### src/design/knob_volume_level_mapper_unit_defines.svh
// Assertion macros shared by the RTL of the volume knob level mapper.
`ifndef KNOB_VOLUME_LEVEL_MAPPER_UNIT_DEFINES_SVH
`define KNOB_VOLUME_LEVEL_MAPPER_UNIT_DEFINES_SVH

// Checked at every rising edge of i_clk, held off while reset is low.
`define KVLM_ASSERT_CLK(label, prop, msg) \
    label: assert property (@(posedge i_clk) disable iff (!i_rst_n) (prop)) else $error(msg);

// Checked at every rising edge of i_clk, reset included.
`define KVLM_ASSERT_ALWAYS(label, prop, msg) \
    label: assert property (@(posedge i_clk) (prop)) else $error(msg);

`endif

### src/design/kvlm_pkg.sv
package kvlm_pkg;

    localparam int REG_W          = 12;
    localparam int CODE_W         = 8;
    localparam int CFG_IDX_W      = 2;
    // Divisor width of the serial divider: holds 30 * 15 parts.
    localparam int DIV_W          = 9;
    localparam int DIST_W         = 9;
    localparam int PART_PER_LEVEL = 30;

    localparam logic [CFG_IDX_W-1:0] CFG_INIT_FS   = 2'd0;
    localparam logic [CFG_IDX_W-1:0] CFG_THRESHOLD = 2'd1;
    localparam logic [CFG_IDX_W-1:0] CFG_JUMP      = 2'd2;

    localparam logic [REG_W-1:0]  RST_INIT_FS   = 12'd3269;
    localparam logic [REG_W-1:0]  RST_THRESHOLD = 12'd5;
    localparam logic [REG_W-1:0]  RST_JUMP      = 12'd20;

    localparam logic [CODE_W-1:0] CODE_ZERO   = 8'h00;
    localparam logic [CODE_W-1:0] CODE_SILENT = 8'hF0;
    localparam logic [CODE_W-1:0] CODE_BASE   = 8'hF1;
    localparam logic [DIST_W-1:0] START_DIST  = 9'd450;

    function automatic logic [DIST_W-1:0] level_mark(input logic [3:0] idx);
        logic [DIST_W-1:0] mark;
        case (idx)
            4'd0:    mark = 9'd90;
            4'd1:    mark = 9'd180;
            4'd2:    mark = 9'd220;
            4'd3:    mark = 9'd260;
            4'd4:    mark = 9'd295;
            4'd5:    mark = 9'd330;
            4'd6:    mark = 9'd365;
            4'd7:    mark = 9'd390;
            4'd8:    mark = 9'd410;
            4'd9:    mark = 9'd415;
            4'd10:   mark = 9'd420;
            4'd11:   mark = 9'd425;
            4'd12:   mark = 9'd430;
            4'd13:   mark = 9'd435;
            default: mark = 9'd450;
        endcase
        return mark;
    endfunction

endpackage

### src/design/kvlm_if.sv
interface kvlm_in_if #(parameter int SAMPLE_BITS = 12);
    logic                   valid;
    logic                   ready;
    logic [SAMPLE_BITS-1:0] sample;
    logic                   is_init;

    modport source (output valid, sample, is_init, input ready);
    modport sink   (input valid, sample, is_init, output ready);
endinterface

interface kvlm_out_if;
    logic                         valid;
    logic                         ready;
    logic [kvlm_pkg::CODE_W-1:0]  volume_code;
    logic                         accepted;
    logic [kvlm_pkg::REG_W-1:0]   full_scale;

    modport source (output valid, volume_code, accepted, full_scale, input ready);
    modport sink   (input valid, volume_code, accepted, full_scale, output ready);
endinterface

interface kvlm_cfg_if;
    logic                           valid;
    logic                           ready;
    logic [kvlm_pkg::CFG_IDX_W-1:0] index;
    logic [kvlm_pkg::REG_W-1:0]     data;

    modport source (output valid, index, data, input ready);
    modport sink   (input valid, index, data, output ready);
endinterface

### src/design/knob_volume_level_mapper_unit.sv
// Volume knob level mapper.
// i_in carries one knob ADC item (sample, is_init); o_out returns one item per
// input item (volume_code, accepted, full_scale). i_cfg writes the registers
// initial_full_scale (index 0, also reloads the tracked maximum),
// change_threshold (1) and max_jump (2); it is always ready. The user must
// write it only while no item is in flight; the block does not enforce this.
// Other indexes are ignored. Items that need a new level run two restoring
// divisions through one bit-serial divider, each giving a quotient of
// DW = max(13, SAMPLE_BITS + 2) bits, and then a nearest-mark search that tests
// one table entry per cycle. Input ready stays low until the result is loaded
// into the output register, so no new item is taken while one is in flight.
// Items that keep, silence or zero the level go straight to the done state.
// A finished result sits in the output register while the next item is
// accepted; if the receiver stalls, the following result waits in the done
// state and input ready drops until the output register frees up.
// Reset (i_rst_n low at a clock edge) loads the register defaults, a tracked
// maximum of 3269, a last sample of 0, the silent code 0xF0, and empties the
// output register.
`include "knob_volume_level_mapper_unit_defines.svh"

module knob_volume_level_mapper_unit #(
    parameter int LEVEL_COUNT = 15,
    parameter int SAMPLE_BITS = 12
) (
    input  logic         i_clk,
    input  logic         i_rst_n,
    kvlm_in_if.sink      i_in,
    kvlm_out_if.source   o_out,
    kvlm_cfg_if.sink     i_cfg
);

    localparam int REG_W  = kvlm_pkg::REG_W;
    localparam int CODE_W = kvlm_pkg::CODE_W;
    localparam int DIV_W  = kvlm_pkg::DIV_W;
    localparam int DIST_W = kvlm_pkg::DIST_W;
    localparam int CW     = (SAMPLE_BITS > REG_W) ? SAMPLE_BITS : REG_W;
    localparam int DW     = (SAMPLE_BITS + 2 > 13) ? SAMPLE_BITS + 2 : 13;
    localparam int CNT_W  = $clog2(DW);
    localparam int IW     = $clog2(LEVEL_COUNT);
    localparam int PARTS  = LEVEL_COUNT * kvlm_pkg::PART_PER_LEVEL;

    typedef enum logic [4:0] {
        S_IDLE     = 5'b00001,
        S_DIV_UNIT = 5'b00010,
        S_DIV_LVL  = 5'b00100,
        S_SEARCH   = 5'b01000,
        S_DONE     = 5'b10000
    } t_state;

    t_state                 r_state, n_state;
    logic [REG_W-1:0]       r_init_fs, n_init_fs;
    logic [REG_W-1:0]       r_thr, n_thr;
    logic [REG_W-1:0]       r_jump, n_jump;
    logic [SAMPLE_BITS-1:0] r_last, n_last;
    logic [REG_W-1:0]       r_max, n_max;
    logic [CODE_W-1:0]      r_level, n_level;
    logic                   r_acc, n_acc;
    logic [CNT_W-1:0]       r_cnt, n_cnt;
    logic [IW-1:0]          r_idx, n_idx;
    logic                   r_out_valid, n_out_valid;

    logic [SAMPLE_BITS-1:0] r_sample, n_sample;
    logic [DW-1:0]          r_quo, n_quo;
    logic [DIV_W-1:0]       r_rem, n_rem;
    logic [DIV_W-1:0]       r_den, n_den;
    logic [DW-1:0]          r_lvl, n_lvl;
    logic [DIST_W-1:0]      r_best, n_best;
    logic [IW-1:0]          r_bidx, n_bidx;
    logic [CODE_W-1:0]      r_out_code, n_out_code;
    logic                   r_out_acc, n_out_acc;
    logic [REG_W-1:0]       r_out_fs, n_out_fs;

    // Combinational helpers.
    logic [CW-1:0]          w_s, w_last, w_max, w_diff;
    logic                   w_in_fire, w_out_free;
    logic [DIV_W:0]         w_rem_sh;
    logic                   w_ge;
    logic [DW-1:0]          w_step_quo;
    logic [DIV_W-1:0]       w_step_rem;
    logic [DIV_W-2:0]       w_unit;
    logic [DW-1:0]          w_mark, w_dist;
    logic                   w_better;
    logic [IW-1:0]          w_fin_idx;

    assign i_in.ready  = (r_state == S_IDLE);
    assign i_cfg.ready = 1'b1;
    assign w_in_fire   = i_in.valid && i_in.ready;
    assign w_out_free  = !r_out_valid || o_out.ready;

    assign o_out.valid       = r_out_valid;
    assign o_out.volume_code = r_out_code;
    assign o_out.accepted    = r_out_acc;
    assign o_out.full_scale  = r_out_fs;

    assign w_s    = CW'(i_in.sample);
    assign w_last = CW'(r_last);
    assign w_max  = CW'(r_max);
    assign w_diff = (w_s > w_last) ? (w_s - w_last) : (w_last - w_s);

    // One restoring division step: bring down the next dividend bit.
    assign w_rem_sh   = {r_rem, r_quo[DW-1]};
    assign w_ge       = w_rem_sh >= {1'b0, r_den};
    assign w_step_rem = w_ge ? DIV_W'(w_rem_sh - {1'b0, r_den}) : DIV_W'(w_rem_sh);
    assign w_step_quo = {r_quo[DW-2:0], w_ge};
    // A rounded unit of zero counts as one.
    assign w_unit     = (w_step_quo == '0) ? (DIV_W-1)'(1) : w_step_quo[DIV_W-2:0];

    assign w_mark    = DW'(kvlm_pkg::level_mark(4'(r_idx)));
    assign w_dist    = (r_lvl > w_mark) ? (r_lvl - w_mark) : (w_mark - r_lvl);
    assign w_better  = w_dist < DW'(r_best);
    assign w_fin_idx = w_better ? r_idx : r_bidx;

    always_comb begin
        n_state     = r_state;
        n_init_fs   = r_init_fs;
        n_thr       = r_thr;
        n_jump      = r_jump;
        n_last      = r_last;
        n_max       = r_max;
        n_level     = r_level;
        n_acc       = r_acc;
        n_cnt       = r_cnt;
        n_idx       = r_idx;
        n_out_valid = r_out_valid;
        n_sample    = r_sample;
        n_quo       = r_quo;
        n_rem       = r_rem;
        n_den       = r_den;
        n_lvl       = r_lvl;
        n_best      = r_best;
        n_bidx      = r_bidx;
        n_out_code  = r_out_code;
        n_out_acc   = r_out_acc;
        n_out_fs    = r_out_fs;

        if (r_out_valid && o_out.ready) begin
            n_out_valid = 1'b0;
        end

        case (r_state)
            S_IDLE: begin
                if (w_in_fire) begin
                    n_sample = i_in.sample;
                    n_state  = S_DONE;
                    n_acc    = 1'b0;
                    if (i_in.is_init) begin
                        if (w_s > w_max) begin
                            n_max = w_s[REG_W-1:0];
                        end
                        n_last = i_in.sample;
                        n_acc  = 1'b1;
                        if (w_s == '0) begin
                            n_level = kvlm_pkg::CODE_ZERO;
                        end else begin
                            n_state = S_DIV_UNIT;
                        end
                    end else if (w_s == '0) begin
                        n_level = kvlm_pkg::CODE_SILENT;
                    end else if (w_diff >= CW'(r_thr)) begin
                        if (w_s > w_max && (w_s - w_max) > CW'(r_jump) &&
                            i_in.sample != '1) begin
                            n_max = w_s[REG_W-1:0];
                        end
                        n_last  = i_in.sample;
                        n_acc   = 1'b1;
                        n_state = S_DIV_UNIT;
                    end
                    // The divider is loaded with the rounded unit division.
                    n_quo = DW'(n_max) + DW'(PARTS / 2);
                    n_rem = '0;
                    n_den = DIV_W'(PARTS);
                    n_cnt = '0;
                end
            end
            S_DIV_UNIT: begin
                n_quo = w_step_quo;
                n_rem = w_step_rem;
                n_cnt = r_cnt + CNT_W'(1);
                if (r_cnt == CNT_W'(DW - 1)) begin
                    n_quo   = DW'({r_sample, 1'b0}) + DW'(w_unit);
                    n_rem   = '0;
                    n_den   = {w_unit, 1'b0};
                    n_cnt   = '0;
                    n_state = S_DIV_LVL;
                end
            end
            S_DIV_LVL: begin
                n_quo = w_step_quo;
                n_rem = w_step_rem;
                n_cnt = r_cnt + CNT_W'(1);
                if (r_cnt == CNT_W'(DW - 1)) begin
                    n_lvl   = w_step_quo;
                    n_best  = kvlm_pkg::START_DIST;
                    n_bidx  = '0;
                    n_idx   = '0;
                    n_state = S_SEARCH;
                end
            end
            S_SEARCH: begin
                if (w_better) begin
                    n_best = w_dist[DIST_W-1:0];
                    n_bidx = r_idx;
                end
                n_idx = r_idx + IW'(1);
                if (r_idx == IW'(LEVEL_COUNT - 1)) begin
                    n_level = kvlm_pkg::CODE_BASE + CODE_W'(w_fin_idx);
                    n_state = S_DONE;
                end
            end
            S_DONE: begin
                if (w_out_free) begin
                    n_out_valid = 1'b1;
                    n_out_code  = r_level;
                    n_out_acc   = r_acc;
                    n_out_fs    = r_max;
                    n_state     = S_IDLE;
                end
            end
            default: begin
                n_state = S_IDLE;
            end
        endcase

        if (i_cfg.valid && i_cfg.ready) begin
            case (i_cfg.index)
                kvlm_pkg::CFG_INIT_FS: begin
                    n_init_fs = i_cfg.data;
                    n_max     = i_cfg.data;
                end
                kvlm_pkg::CFG_THRESHOLD: n_thr  = i_cfg.data;
                kvlm_pkg::CFG_JUMP:      n_jump = i_cfg.data;
                default: ;
            endcase
        end
    end

    always_ff @(posedge i_clk) begin
        if (!i_rst_n) begin
            r_state     <= S_IDLE;
            r_init_fs   <= kvlm_pkg::RST_INIT_FS;
            r_thr       <= kvlm_pkg::RST_THRESHOLD;
            r_jump      <= kvlm_pkg::RST_JUMP;
            r_last      <= '0;
            r_max       <= kvlm_pkg::RST_INIT_FS;
            r_level     <= kvlm_pkg::CODE_SILENT;
            r_acc       <= 1'b0;
            r_cnt       <= '0;
            r_idx       <= '0;
            r_out_valid <= 1'b0;
        end else begin
            r_state     <= n_state;
            r_init_fs   <= n_init_fs;
            r_thr       <= n_thr;
            r_jump      <= n_jump;
            r_last      <= n_last;
            r_max       <= n_max;
            r_level     <= n_level;
            r_acc       <= n_acc;
            r_cnt       <= n_cnt;
            r_idx       <= n_idx;
            r_out_valid <= n_out_valid;
        end
    end

    always_ff @(posedge i_clk) begin
        r_sample   <= n_sample;
        r_quo      <= n_quo;
        r_rem      <= n_rem;
        r_den      <= n_den;
        r_lvl      <= n_lvl;
        r_best     <= n_best;
        r_bidx     <= n_bidx;
        r_out_code <= n_out_code;
        r_out_acc  <= n_out_acc;
        r_out_fs   <= n_out_fs;
    end

    `KVLM_ASSERT_CLK(a_accept_leaves_idle, (w_in_fire |=> (r_state != S_IDLE)), "accepted item did not start work")
    `KVLM_ASSERT_CLK(a_rem_below_den, ((r_state == S_DIV_UNIT || r_state == S_DIV_LVL) |-> (r_rem < r_den)), "divider remainder not below divisor")
    `KVLM_ASSERT_CLK(a_best_shrinks, ((r_state == S_SEARCH) |=> (r_best <= $past(r_best))), "best distance grew during search")
    `KVLM_ASSERT_CLK(a_idx_in_range, ((r_state == S_SEARCH) |-> (r_idx <= IW'(LEVEL_COUNT - 1))), "search index beyond table")
    `KVLM_ASSERT_ALWAYS(a_out_from_done, ($rose(r_out_valid) |-> $past(r_state == S_DONE)), "result loaded outside done state")

endmodule

### src/flat_wrapper.sv
// flat-port wrapper written by rule: the top's interface ports become plain ports
module knob_volume_level_mapper_unit_flat 
#(
    parameter int LEVEL_COUNT = 15,
    parameter int SAMPLE_BITS = 12
)
  (i_clk, i_rst_n, i_in_valid, i_in_sample, i_in_is_init, i_in_ready, o_out_valid, o_out_volume_code, o_out_accepted, o_out_full_scale, o_out_ready, i_cfg_valid, i_cfg_index, i_cfg_data, i_cfg_ready);
  kvlm_in_if #(.SAMPLE_BITS(SAMPLE_BITS)) i_in_i ();
  kvlm_out_if o_out_i ();
  kvlm_cfg_if i_cfg_i ();
  input  logic i_clk;
  input  logic i_rst_n;
  input wire logic [$bits(i_in_i.valid)-1:0] i_in_valid;
  input wire logic [$bits(i_in_i.sample)-1:0] i_in_sample;
  input wire logic [$bits(i_in_i.is_init)-1:0] i_in_is_init;
  output wire logic [$bits(i_in_i.ready)-1:0] i_in_ready;
  output wire logic [$bits(o_out_i.valid)-1:0] o_out_valid;
  output wire logic [$bits(o_out_i.volume_code)-1:0] o_out_volume_code;
  output wire logic [$bits(o_out_i.accepted)-1:0] o_out_accepted;
  output wire logic [$bits(o_out_i.full_scale)-1:0] o_out_full_scale;
  input wire logic [$bits(o_out_i.ready)-1:0] o_out_ready;
  input wire logic [$bits(i_cfg_i.valid)-1:0] i_cfg_valid;
  input wire logic [$bits(i_cfg_i.index)-1:0] i_cfg_index;
  input wire logic [$bits(i_cfg_i.data)-1:0] i_cfg_data;
  output wire logic [$bits(i_cfg_i.ready)-1:0] i_cfg_ready;
  assign i_in_i.valid = i_in_valid;
  assign i_in_i.sample = i_in_sample;
  assign i_in_i.is_init = i_in_is_init;
  assign i_in_ready = i_in_i.ready;
  assign o_out_valid = o_out_i.valid;
  assign o_out_volume_code = o_out_i.volume_code;
  assign o_out_accepted = o_out_i.accepted;
  assign o_out_full_scale = o_out_i.full_scale;
  assign o_out_i.ready = o_out_ready;
  assign i_cfg_i.valid = i_cfg_valid;
  assign i_cfg_i.index = i_cfg_index;
  assign i_cfg_i.data = i_cfg_data;
  assign i_cfg_ready = i_cfg_i.ready;
  knob_volume_level_mapper_unit #(.LEVEL_COUNT(LEVEL_COUNT), .SAMPLE_BITS(SAMPLE_BITS)) u_core (.i_clk(i_clk), .i_rst_n(i_rst_n), .i_in(i_in_i), .o_out(o_out_i), .i_cfg(i_cfg_i));
endmodule
### config.mk
export PLATFORM = sky130hd
export DESIGN_NAME = knob_volume_level_mapper_unit_flat
export DESIGN_NICKNAME = d
export VERILOG_FILES = /design/src/design/kvlm_pkg.sv /design/src/design/kvlm_if.sv /design/src/design/knob_volume_level_mapper_unit.sv /design/src/flat_wrapper.sv
export VERILOG_INCLUDE_DIRS = /design/src /design/src/design
export SDC_FILE = /design/constraint.sdc
export NUM_CORES = 1
export LEC_CHECK = 0
export CORE_ASPECT_RATIO = 1.1
export CORE_MARGIN = 5
export CORE_UTILIZATION = 55
export CTS_CLUSTER_DIAMETER = 200
export DETAILED_ROUTE_END_ITERATION = 7
export DONT_BUFFER_PORTS = 1
export PLACE_DENSITY = 0.76
export SYNTH_ARGS = -nofsm -noshare
export SYNTH_HDL_FRONTEND = slang
export SYNTH_SLANG_ARGS = --single-unit
export TNS_END_PERCENT = 30
### constraint.sdc
create_clock -name i_clk -period 16.29 [get_ports i_clk]
set_clock_uncertainty 0.1 [all_clocks]
set_input_delay 0.8145 -clock i_clk [delete_from_list [all_inputs] [get_ports i_clk]]
set_output_delay 0.8145 -clock i_clk [all_outputs]
set_load 0.01 [all_outputs]
==> impl_metrics.env <==
export IMPL_design_portCount=56
export IMPL_global_route_overflow_total=0
export IMPL_worstSetupEndpointType="flop"
export IMPL_synthDominantAreaCellType="sky130_fd_sc_hd__edfxtp_1"
export IMPL_finalNetCount=1373
export IMPL_post_dp_hpwl_um=20900
export IMPL_horizontal_extent_of_the_die_um=146
export IMPL_grt_total_usage_pct=23.9
export IMPL_drcViolationCount=0
export IMPL_post_synth_instance_area_sq_um=11200
export IMPL_finalWeightedCongestion=0.954
export IMPL_worstPathArrival_ns=7.56
export IMPL_min_delay_path_depth=0
export IMPL_cts_root_buffer_cell="sky130_fd_sc_hd__clkbuf_16"
export IMPL_dominantRegCellSynth="sky130_fd_sc_hd__edfxtp_1"
export IMPL_die_y_um=160
export IMPL_hold_path_end="u_core.o_out.volume_code[2]"
export IMPL_via_count_of_the_first_global_routing_pass=8822
export IMPL_synth_seq_area_share_pct=37.8
export IMPL_grt_pass1_wl_um=45300
export IMPL_cts_repair_timing_setup_buffer_count=0
export IMPL_cts_hold_buffers_added=0
export IMPL_timing_final_hold_violations=0
export IMPL_tritoncts="built"
export IMPL_wirelength_um=27600
export IMPL_drv_max_cap_violation_count=0
export IMPL_crit_buf_inv=5
export IMPL_crit_path_start_kind="input pin"
export IMPL_placeableCoreArea_sq_um=19900
export IMPL_fin_crit_sh_pct=45.9
export IMPL_grt_start_max_net_pins=72
export IMPL_row_count=54
export IMPL_syn_avg_cell_area_sq_um=8.98
export IMPL_firstDrtPassIters=5
export IMPL_ant_cells=0
export IMPL_crit_fanout=27
export IMPL_worst_path_largest_cell_delay_ns=0.51
export IMPL_final_min_clock_period_ns=7.47
export IMPL_final_layout_size_suffix_gt1_share_pct=5.59
export IMPL_synth_edf_count=89
export IMPL_cts_htree_levels=4
export IMPL_clock_insertion_delay_worst_skew_ns=0.44
export IMPL_worstHoldPathType="reg2reg"
export IMPL_p_leak_uw=0.00494
export IMPL_max_clock_path_buffers=2
export IMPL_rr_worst_depth=31
export IMPL_worst_r2r_startpoint="u_core.r_last[0]"
export IMPL_synth_fa_ha_area_share_pct=13.9
export IMPL_crit_type="in2reg"
export IMPL_synth_nets=1399
export IMPL_cpLargestDelayFamily="compound AO/OA/AOI/OAI gates"
export IMPL_dp_cells=1454
export IMPL_numClockSinks=167
export IMPL_stdcell_area_sq_um=11900
export IMPL_drt_antenna_violating_nets=0
export IMPL_synth_xor_area_share_pct=5.09
export IMPL_worst_setup_hold_path_clk_slew_ns=0.06
export IMPL_route_detailed_wl_per_inst_um=18.6
export IMPL_drt_vias_per_instance=5.92
export IMPL_cts_inserted_buffers=17
export IMPL_synth_largest_type_area_fraction_pct=23.9
export IMPL_post_synth_inst_count=1247
export IMPL_hold_path_startpoint="u_core.r_level[2]"
export IMPL_r2r_end="u_core.r_quo[12]"
export IMPL_synth_seq_cells=167
export IMPL_port_buffers=0
export IMPL_cts_resized_gates=0
export IMPL_dpl_instance_area_sq_um=11300
export IMPL_final_instance_count_excl_fill=1486
export IMPL_rsz_0062_raised_after_global_routing="no"
export IMPL_finalMaxSlewViolations=0
export IMPL_initial_antenna_violation_count=0
export IMPL_timing_worst_slew_pin_value_ns=1.04
export IMPL_die_area_sq_um=23300
export IMPL_post_synth_mux_area_share_pct=2.74
export IMPL_layout_core_utilization_pct=59.8
export IMPL_warning_count_from_the_yosys_run=0
export IMPL_timing_setup_tns_ns=0
export IMPL_fill_cells=1726
export IMPL_detail_route_iter0_violations=621
export IMPL_top_achievable_clock_speed_ghz=0.134
export IMPL_synth_compound_area_share_pct=17.2
export IMPL_ff2ff_setup_slack_ns=8.96
export IMPL_area_growth_syn_to_layout_pct=6.51
export IMPL_synth_top_family_by_area="compound AO/OA/AOI/OAI gates"
export IMPL_power_ir_vdd_worst_mv=0.0868
export IMPL_timing_slew_headroom_pct=30.3
export IMPL_critPathRequiredTime_ns=16.38
export IMPL_slowest_cell_on_the_critical_path="sky130_fd_sc_hd__a211oi_1"
export IMPL_synth_area_top_cells="sky130_fd_sc_hd__edfxtp_1 (24%), sky130_fd_sc_hd__dfxtp_1 (14%), sky130_fd_sc_hd__ha_1 (13%)"
export IMPL_synth_distinct_cells=75
export IMPL_start_util_pct=56.2
export IMPL_finalSetupViolations=0
export IMPL_total_vias_in_the_final_route=8797
export IMPL_synth_simple_area_share_pct=16.7
export IMPL_power_density_cell_area_nw_per_um2=137
export IMPL_share_of_synthesized_registers_carrying_an_async_set_or_reset_pct=0
export IMPL_outcome="completed"
## power by group
group | switching [uW] | total (uW) | internal, uW
Sequential | 60.5 | 604 | 543
Combinational | 371 | 631 | 260
Clock | 177 | 404 | 227
## logic make-up (layout without fill, tap and decap cells)
| kind of cell | count (synthesis) | after routing |
|---|---|---|
| multiplexers | 29 | 29 |
| AND/OR/NAND/NOR | 385 | 385 |
| adder cells (fa/ha/maj) | 120 | 120 |
| XOR/XNOR | 65 | 65 |
| other | 1 | 1 |
| AO/OA/AOI/OAI | 294 | 294 |
| flip-flops | 167 | 167 |
| buffers and inverters | 186 | 173 |
## cell usage in the layout (no fill, tap or decap), types with 14 or more instances in the layout
cell type,instances
sky130_fd_sc_hd__inv_1,133
sky130_fd_sc_hd__and2_1,26
sky130_fd_sc_hd__a21o_1,27
sky130_fd_sc_hd__edfxtp_1,89
sky130_fd_sc_hd__nand3_1,34
sky130_fd_sc_hd__nor2b_1,14
sky130_fd_sc_hd__clkbuf_16,17
sky130_fd_sc_hd__a21oi_1,84
sky130_fd_sc_hd__nor3_1,17
sky130_fd_sc_hd__nor2_1,81
sky130_fd_sc_hd__xor2_1,22
sky130_fd_sc_hd__nand4_1,20
sky130_fd_sc_hd__a21boi_0,25
sky130_fd_sc_hd__o21ai_0,65
sky130_fd_sc_hd__xnor2_1,43
sky130_fd_sc_hd__mux2i_1,18
sky130_fd_sc_hd__ha_1,113
sky130_fd_sc_hd__nand2_1,137
sky130_fd_sc_hd__dfxtp_1,78
## worst max-delay path by stage
stage | start | to | cells past startpoint
CTS | i_in_sample[0] | u_core.r_quo[12] | 32
global placement | i_in_sample[0] | u_core.r_quo[12] | 32
finish | i_in_sample[0] | u_core.r_quo[12] | 32
floorplan | i_in_sample[8] | u_core.r_quo[12] | 27
global route | i_in_sample[0] | u_core.r_quo[10] | 33
detailed placement | i_in_sample[0] | u_core.r_quo[12] | 32
## flip-flops by register name, indices dropped and copies added, names as in the netlist, 4 cells and up
signal / count
u_core.r_cnt: 4
u_core.r_last: 12
u_core.r_state: 5
u_core.r_level: 6
u_core.r_den: 8
u_core.r_quo: 14
u_core.r_rem: 9
u_core.o_out.volume_code: 6
u_core.r_max: 12
u_core.r_thr: 12
u_core.r_lvl: 14
u_core.w_mark: 9
u_core.r_best: 9
u_core.o_out.full_scale: 12
u_core.r_bidx: 4
u_core.r_idx: 4
u_core.r_jump: 12
u_core.r_sample: 12
## synthesized netlist by cell type, types with 6 or more instances
library cell	number
sky130_fd_sc_hd__a211oi_1	7
sky130_fd_sc_hd__a21boi_0	25
sky130_fd_sc_hd__a21o_1	27
sky130_fd_sc_hd__a21oi_1	85
sky130_fd_sc_hd__a31oi_1	8
sky130_fd_sc_hd__and2_1	26
sky130_fd_sc_hd__and3_1	7
sky130_fd_sc_hd__clkbuf_1	40
sky130_fd_sc_hd__dfxtp_1	78
sky130_fd_sc_hd__edfxtp_1	89
sky130_fd_sc_hd__fa_1	7
sky130_fd_sc_hd__ha_1	113
sky130_fd_sc_hd__inv_1	133
sky130_fd_sc_hd__mux2_2	10
sky130_fd_sc_hd__mux2i_1	18
sky130_fd_sc_hd__nand2_1	137
sky130_fd_sc_hd__nand2b_1	11
sky130_fd_sc_hd__nand3_1	34
sky130_fd_sc_hd__nand3b_1	6
sky130_fd_sc_hd__nand4_1	20
sky130_fd_sc_hd__nor2_1	81
sky130_fd_sc_hd__nor2b_1	15
sky130_fd_sc_hd__nor3_1	17
sky130_fd_sc_hd__nor4_1	6
sky130_fd_sc_hd__o211ai_1	7
sky130_fd_sc_hd__o21a_1	9
sky130_fd_sc_hd__o21ai_0	65
sky130_fd_sc_hd__o21bai_1	6
sky130_fd_sc_hd__o221ai_1	11
sky130_fd_sc_hd__xnor2_1	43
sky130_fd_sc_hd__xor2_1	22
## routing by layer
metal,vias to the layer above,wire [um],GRT usage [%]
li1,4306,-,-
met1,4074,11200,28.2
met2,314,13500,41.5
met3,103,1610,4.90
met4,0,1320,12.1
met5,-,0,0
## layout make-up
class | instances | area (sq um) | share of cell area (%)
inverter | 133 | 499 | 4.19
sequential | 167 | 4230 | 35.5
clock inverter | 14 | 148 | 1.24
clock buffer | 18 | 429 | 3.60
timing repair buffer | 8 | 60.1 | 0.504
multi-input combinational | 894 | 6240 | 52.3
tap | 252 | 315 | 2.64
## per-stage QoR
| step | worst slack (ns) | hold WS [ns] | power [uW] |
|---|---|---|---|
| 3_5_place_dp | 8.48 | 0.318 | 1230 |
| 4_1_cts | 8.90 | 0.333 | 1640 |
| 5_1_grt | 8.33 | 0.341 | 1750 |
| 3_3_place_gp | 8.67 | 0.318 | 1220 |
| 6_report | 8.82 | 0.334 | 1640 |
| 2_1_floorplan | 9.24 | 0.308 | 1080 |
(Power assumes the default switching activity.)
